File: config.mk
export PLATFORM = sky130hd
export DESIGN_NAME = wlpm_window
export DESIGN_NICKNAME = d
export VERILOG_FILES = /design/src/hdl/wlpm_pkg.sv /design/src/hdl/wlpm_window.sv
export SDC_FILE = /design/constraint.sdc
export NUM_CORES = 2
export LEC_CHECK = 0
export ABC_CLOCK_PERIOD_IN_PS = 8200
export BUFFER_PORTS_ARGS = -buffer_cell sky130_fd_sc_hd__buf_2
export CAP_MARGIN = 20
export CORE_UTILIZATION = 25
export CTS_CLUSTER_DIAMETER = 200
export CTS_CLUSTER_SIZE = 25
export DETAILED_ROUTE_END_ITERATION = 10
export PLACE_DENSITY = 0.44
export SLEW_MARGIN = 10
export SYNTH_ARGS = -nofsm -noshare
export SYNTH_HDL_FRONTEND = slang
export SYNTH_SLANG_ARGS = --single-unit
File: constraint.sdc
create_clock -name aclk -period 8.2 [get_ports aclk]
set_input_delay 0 -clock aclk [delete_from_list [all_inputs] [get_ports aclk]]
set_output_delay 0 -clock aclk [all_outputs]
set_load 0.02 [all_outputs]
File: src/hdl/wlpm_pkg.sv
package wlpm_pkg;

    localparam int PALETTE_ENTRIES_DEF = 256;
    localparam int FRAC_BITS_DEF       = 16;

    localparam int VOXEL_W    = 32;
    localparam int BYTE_W     = 8;
    localparam int RGB_W      = 3 * BYTE_W;
    localparam int PROD_W     = 2 * VOXEL_W;
    localparam int S_TDATA_W  = 64;
    localparam int M_TDATA_W  = 32;
    localparam int CFG_IDX_W  = 3;
    localparam int CFG_DATA_W = 32;

    localparam logic [31:0] LOW_LIMIT_RST   = 32'd0;
    localparam logic [31:0] HIGH_LIMIT_RST  = 32'd65536;
    localparam logic [31:0] INDEX_SCALE_RST = 32'd16711680;
    localparam logic [7:0]  TOP_INDEX_RST   = 8'd255;
    localparam logic [7:0]  ALPHA_VALUE_RST = 8'd255;

    typedef enum logic [CFG_IDX_W-1:0] {
        CFG_LOW_LIMIT   = 3'd0,
        CFG_HIGH_LIMIT  = 3'd1,
        CFG_INDEX_SCALE = 3'd2,
        CFG_TOP_INDEX   = 3'd3,
        CFG_ALPHA_VALUE = 3'd4
    } wlpm_cfg_idx_t;

    typedef enum logic {
        OP_MAP   = 1'b0,
        OP_WRITE = 1'b1
    } wlpm_op_t;

    typedef struct packed {
        logic signed [VOXEL_W-1:0] low_limit;
        logic signed [VOXEL_W-1:0] high_limit;
        logic [VOXEL_W-1:0]        index_scale;
        logic [BYTE_W-1:0]         top_index;
        logic [BYTE_W-1:0]         alpha_value;
    } wlpm_cfg_t;

    // control that rides along with each word in the pipe
    typedef struct packed {
        logic valid;
        logic write;
        logic last;
        logic at_top;
        logic at_zero;
    } wlpm_ctl_t;

endpackage

File: src/hdl/wlpm_window.sv
module wlpm_window (
    input  logic                               aclk,
    input  logic                               aresetn,
    input  wlpm_pkg::wlpm_cfg_t                cfg,
    input  logic                               in_valid,
    output logic                               in_ready,
    input  wlpm_pkg::wlpm_op_t                 in_op,
    input  logic signed [wlpm_pkg::VOXEL_W-1:0] in_voxel,
    input  logic [wlpm_pkg::BYTE_W-1:0]        in_entry_index,
    input  logic [wlpm_pkg::RGB_W-1:0]         in_entry_rgb,
    input  logic                               in_last,
    input  logic                               out_ready,
    output wlpm_pkg::wlpm_ctl_t                out_ctl,
    output logic [wlpm_pkg::PROD_W-1:0]        out_prod,
    output logic [wlpm_pkg::BYTE_W-1:0]        out_entry_index,
    output logic [wlpm_pkg::RGB_W-1:0]         out_entry_rgb
);

    wlpm_pkg::wlpm_ctl_t ctl1_reg, ctl1_next;
    wlpm_pkg::wlpm_ctl_t ctl2_reg;
    logic [wlpm_pkg::VOXEL_W-1:0]  diff_reg, diff_next;
    logic [wlpm_pkg::BYTE_W-1:0]   idx1_reg, idx2_reg;
    logic [wlpm_pkg::RGB_W-1:0]    rgb1_reg, rgb2_reg;
    logic [wlpm_pkg::PROD_W-1:0]   prod_reg, prod_next;
    logic signed [wlpm_pkg::VOXEL_W:0] diff_wide;
    logic rdy1, rdy2;

    assign rdy2     = !ctl2_reg.valid || out_ready;
    assign rdy1     = !ctl1_reg.valid || rdy2;
    assign in_ready = rdy1;

    // stage 1: window compares and offset from the low limit
    // inside the window the offset is below 2^32, so 32 bits hold it
    always_comb begin
        diff_wide         = {in_voxel[wlpm_pkg::VOXEL_W-1], in_voxel}
                          - {cfg.low_limit[wlpm_pkg::VOXEL_W-1], cfg.low_limit};
        diff_next         = diff_wide[wlpm_pkg::VOXEL_W-1:0];
        ctl1_next.valid   = in_valid;
        ctl1_next.write   = (in_op == wlpm_pkg::OP_WRITE);
        ctl1_next.last    = in_last;
        ctl1_next.at_top  = (in_voxel >= cfg.high_limit);
        ctl1_next.at_zero = (in_voxel <= cfg.low_limit);
    end

    // stage 2: offset times index scale
    assign prod_next = diff_reg * cfg.index_scale;

    always_ff @(posedge aclk) begin
        if (!aresetn) begin
            ctl1_reg <= '0;
            ctl2_reg <= '0;
        end else begin
            if (rdy1) begin
                ctl1_reg <= ctl1_next;
            end
            if (rdy2) begin
                ctl2_reg <= ctl1_reg;
            end
        end
    end

    always_ff @(posedge aclk) begin
        if (rdy1 && in_valid) begin
            diff_reg <= diff_next;
            idx1_reg <= in_entry_index;
            rgb1_reg <= in_entry_rgb;
        end
        if (rdy2 && ctl1_reg.valid) begin
            prod_reg <= prod_next;
            idx2_reg <= idx1_reg;
            rgb2_reg <= rgb1_reg;
        end
    end

    assign out_ctl         = ctl2_reg;
    assign out_prod        = prod_reg;
    assign out_entry_index = idx2_reg;
    assign out_entry_rgb   = rgb2_reg;

endmodule

==> Word-level counts from Yosys, hierarchy flattened <==
Index checks and enable logic that the tools add are counted.
{ "totals": {"reg_bits": 170, "latchBits": 0, "ramBits": 0, "rom_bits": 0, "in_bits": 182, "output_inout_bits": 102, "word_cells": 26, "n_memories": 0} }
{ "op_classes": {"addsub": 1, "multipliers": 1, "div_mod_pow": 0, "n_lt_le_gt_ge": 2, "eq_ne": 0, "n_shift": 0, "n_mux": 0, "bitwise_logic": 0, "n_reduce_logical": 6} }
{ "op_table": {"columns": ["operator", "count"], "rows": [
  ["$mul A32 B32 Y64", 1],
  ["$ge A32 B32 Y1", 1],
  ["$le A32 B32 Y1", 1],
  ["$sub A32 B32 Y32", 1],
  ["$logic_and A1 B1 Y1", 2],
  ["$logic_not A1 Y1", 2],
  ["$logic_or A1 B1 Y1", 2]
]} }

==> Longest topological paths before layout <==
{ "logic_depth": {"ltp_word": 4, "depth_mapped": 30, "depth_no_buf": 28} }

==> Worst setup path before layout <==
No wires, ideal clock.
{ "synth_timing": {"path_kind": "flip-flop to flip-flop", "from": "register diff_reg[26] in the netlist's numbering", "to": "register prod_reg, in the netlist out_prod[58] (data pin)", "setup_time_ns": 0.260, "t_arrival_ns": 6.996, "required_time_ns": 7.940, "slack_ns": 0.945, "path_stages_with_launch": 27, "path_buffers": 2, "synth_period_minus_slack_ns": 7.255, "cell_sequence": "edfxtp_1 -> clkbuf_1 -> and2_1 -> fa_1 -> fa_1 -> inv_1 -> fa_1 -> fa_1 -> inv_1 -> fa_1 -> fa_1 -> fa_1 -> inv_1 -> fa_1 -> inv_1 -> ha_1 -> clkbuf_2 -> nand4_1 -> or3_1 -> nor3b_1 -> o211ai_1 -> a31oi_1 -> o21a_1 -> o21ai_1 -> a21oi_2 -> a31oi_1 -> xnor2_1"} }
{ "synth_between": {"elab_chain_cells": 1} }
{ "synth_rtl": {"columns": ["item", "line", "source"], "rows": [
  ["from (decl)", "wlpm_window.sv:21", "logic [wlpm_pkg::VOXEL_W-1:0] diff_reg, diff_next;"],
  ["from (signal assigned)", "wlpm_window.sv:64", "diff_reg <= diff_next;"],
  ["$mul A32 B32 Y64", "wlpm_window.sv:46", "assign prod_next = diff_reg * cfg.index_scale;"],
  ["via prod_next, one bit", "wlpm_window.sv:24", "logic [wlpm_pkg::PROD_W-1:0] prod_reg, prod_next;"],
  ["to (signal assigned)", "wlpm_window.sv:69", "prod_reg <= prod_next;"],
  ["to (decl)", "wlpm_window.sv:24", null]
]} }
The timed path passes the listed nets, and every way through them passes these cells.
A chain may end at the register's enable or synchronous reset.

==> Worst setup path after layout <==
{ "layout_timing": {"from": "register diff_reg[20] in the netlist's numbering", "to": "register prod_reg, in the netlist out_prod[58] (data pin)"} }
The elaborated chain is that of the path after synthesis.

==> flow_metrics.env <==
export IMPL_outcome="completed"
export IMPL_die_area_sq_um=164500
export IMPL_rr_worst_depth=27
export IMPL_grt_pass1_vias=31560
export IMPL_crit_path_end_kind="flip-flop"
export IMPL_layout_area_overhead_vs_synth_pct=16.97
export IMPL_yosys_cell_types_count=57
export IMPL_finalSetupViolCount=0
export IMPL_cp_data_required_time_ps=8520
export IMPL_holdPathStages=4
export IMPL_cts_root_buf="clkbuf_16"
export IMPL_path_max_fanout=6
export IMPL_die_y_um=405.6
export IMPL_pin_count=284
export IMPL_slowest_stage="fa_1"
export IMPL_synth_top_family_by_area="adder cells"
export IMPL_fillers=17280
export IMPL_synthXorXnorAreaFrac=0.01958
export IMPL_design_core_area_sq_um=161100
export IMPL_slew_viol_final=0
export IMPL_start_kind="flip-flop"
export IMPL_hold_viol=0
export IMPL_hold_class="primary input to flip-flop"
export IMPL_initial_core_util=0.2527
export IMPL_port_buffer_count=267
export IMPL_syn_area_per_cell_sq_um=9.667
export IMPL_gr_total_overflow=0
export IMPL_drtIter0Drc=1299
export IMPL_tightest_slew_ps=956.3
export IMPL_drtPass1Iterations=5
export IMPL_yosys_area_share_adder=0.5415
export IMPL_cts_tree="yes"
export IMPL_fin_hold_ws_ps=68.98
export IMPL_layout_commonest_cell="inv_1"
export IMPL_ys_seq_area_frac=0.1229
export IMPL_reg2reg_slack_ps=290
export IMPL_num_rows=147
export IMPL_synth_mux_area_frac=0.001229
export IMPL_worst_hold_path_endpoint="diff_reg[10]"
export IMPL_crit_top_cell="fa_1"
export IMPL_critPathMaxStageDelay_ps=560
export IMPL_wire_per_inst_um=18.72
export IMPL_fin_nets=5988
export IMPL_synthFlopType="edfxtp_1"
export IMPL_insertion_delay_ps=570
export IMPL_htree_levels=4
export IMPL_largest_reg_flops=64
export IMPL_layout_min_cycle_time_ps=7905
export IMPL_ant_nets=0
export IMPL_path_clk_slew_ps=100
export IMPL_critical_path_class="flip-flop to flip-flop"
export IMPL_die_w_um=405.6
export IMPL_synth_edf_count=160
export IMPL_grt_max_degree=97
export IMPL_layout_common_cells="inv_1, fa_1, and2_1, nand2_1, ha_1"
export IMPL_fin_skew_ps=37.18
export IMPL_synth_area_sq_um=40720
export IMPL_synth_nets=5618
export IMPL_vias=28920
export IMPL_dp_hpwl_um=104900
export IMPL_synth_simple_area_share=0.1557
export IMPL_synth_seq_cells=170
export IMPL_max_clock_freq_mhz=126.5
export IMPL_grt_use_total=0.1578
export IMPL_maxCapViolCount=0
export IMPL_synth_warnings=0
export IMPL_reg2reg_to="out_prod[58]"
export IMPL_cts_made_buffers=17
export IMPL_max_slew_margin_rel=0.3612
export IMPL_synth_compound_area_frac=0.05098
export IMPL_drt_wl_total_um=126500
export IMPL_synthCells=4212
export IMPL_r2r_start="diff_reg[20]"
export IMPL_synthArstFlopShare=0
export IMPL_gp_congestion=0.8205
export IMPL_layout_drive_gt1_share=0.1240
export IMPL_antenna_found_initial=9
export IMPL_hp_start="cfg[90]"
export IMPL_cts_sinks=170
export IMPL_post_route_period_util=0.9641
export IMPL_vias_per_cell=4.279
export IMPL_grt_pass1_wl_um=193000
export IMPL_ctsLongestPathBuffers=2
export IMPL_drcViolationCount=0
export IMPL_critPathArrivalTime_ps=8220
critical path, delay by kind of cell (launching register included):
kind                       cells  cell delay [ps]
xor gates and xnor gates       1              160
and+or+nand+nor                4              990
adders and majority gates      9             4330
DFF                            1              430
buffers and inverters          7              730
AOI/OAI and AO/OA              6             1020
cell families after synthesis:
kind of cell / after synthesis
XOR/XNOR: 91
flip-flops: 170
buffers and inverters: 1171
AO/OA/AOI/OAI: 312
AND/OR/NAND/NOR: 1239
multiplexers: 5
adder cells (fa/ha/maj): 1224
cells in the mapped netlist, types with 2 or more instances:
master / number / share of area
nand4_1: 25 / 0.0038
a21boi_0: 5 / 0.00092
fa_1: 897 / 0.44
o21bai_1: 18 / 0.0033
o21ai_0: 45 / 0.0055
a221oi_2: 2 / 0.00074
edfxtp_1: 160 / 0.12
a211oi_1: 4 / 0.00074
and3_1: 7 / 0.0011
xnor2_1: 59 / 0.013
nor2b_1: 18 / 0.0028
or2_2: 2 / 0.00031
a21boi_1: 2 / 0.00037
a21o_1: 80 / 0.015
xor2_1: 32 / 0.0069
ha_1: 327 / 0.10
nor2_1: 48 / 0.0044
inv_1: 964 / 0.089
o211ai_1: 10 / 0.0018
clkbuf_1: 204 / 0.019
nand3_1: 19 / 0.0023
o21a_1: 7 / 0.0013
a21oi_2: 3 / 0.00065
o21ai_1: 4 / 0.00049
mux2i_1: 5 / 0.0012
nand2b_1: 10 / 0.0015
a31o_2: 2 / 0.00043
o31ai_4: 2 / 0.0010
a31oi_1: 13 / 0.0020
a311oi_2: 2 / 0.00074
nor3_1: 6 / 0.00074
o22ai_1: 2 / 0.00031
a21oi_1: 90 / 0.011
o31ai_1: 4 / 0.00074
and2_1: 592 / 0.091
nor4_1: 4 / 0.00061
o21ai_2: 2 / 0.00043
dfxtp_1: 10 / 0.0049
a41oi_1: 4 / 0.00086
or3_1: 2 / 0.00031
nand2_1: 504 / 0.046
final cells by class:
type	instances	area, sq um	share of cell area
Antenna cell	4	10.01	0.0002102
Clock buffer	17	425.4	0.008933
Clock inverter	15	190.2	0.003993
Inverter	964	3618	0.07598
Multi-Input combinational cell	2871	31550	0.6626
Sequential cell	170	5005	0.1051
Tap cell	2160	2703	0.05675
Timing Repair Buffer	558	4118	0.08646
worst max path at each step:
stage,start,to,slack [ps]
floorplan,diff_reg[26],out_prod[58],940
global route,diff_reg[8],out_prod[62],-20
detailed placement,diff_reg[22],out_prod[63],-110
CTS,diff_reg[26],out_prod[63],6
finish,diff_reg[20],out_prod[58],290
global placement,diff_reg[22],out_prod[63],-140
per-layer routing:
layer / up-vias / GRT usage / share of wire / wire length, um
li1: 13250 / - / - / -
met5: - / 0 / 0.000055 / 7
met1: 15040 / 0.1975 / 0.42 / 53260
met3: 118 / 0.02651 / 0.041 / 5183
met4: 2 / 0.03654 / 0.021 / 2695
met2: 518 / 0.2809 / 0.52 / 65390
stage by stage:
| stage | setup WS, ps | cell area (sq um) | setup TNS (ps) | instances | utilization |
|---|---|---|---|---|---|
| floorplan | 944.8 | 40720 | 0 | 4212 | - |
| global placement | -138.1 | 45880 | -284.1 | 6634 | 0.2847 |
| detailed placement | -113.3 | 45880 | -151.3 | 6634 | 0.2847 |
| CTS | 5.638 | 47230 | 0 | 6739 | 0.2931 |
| global route | -17.13 | 47620 | -24.06 | 6756 | 0.2955 |
| finish | 294.7 | 47620 | 0 | 6759 | 0.2956 |
repair_timing:
item / CTS / global route
hold buffers: 69 / 0
gates resized for setup: 3 / 40
cloned: 0 / 1
buffers inserted: 4 / 16
hold endpoints to repair: 79 / 0
pin swaps: 0 / 36
endpoints found under the setup margin: 4 / 12
Power is left out: the tool's default activity adds up to more than one toggle a clock period on the data nets, which glitch-free logic cannot reach.
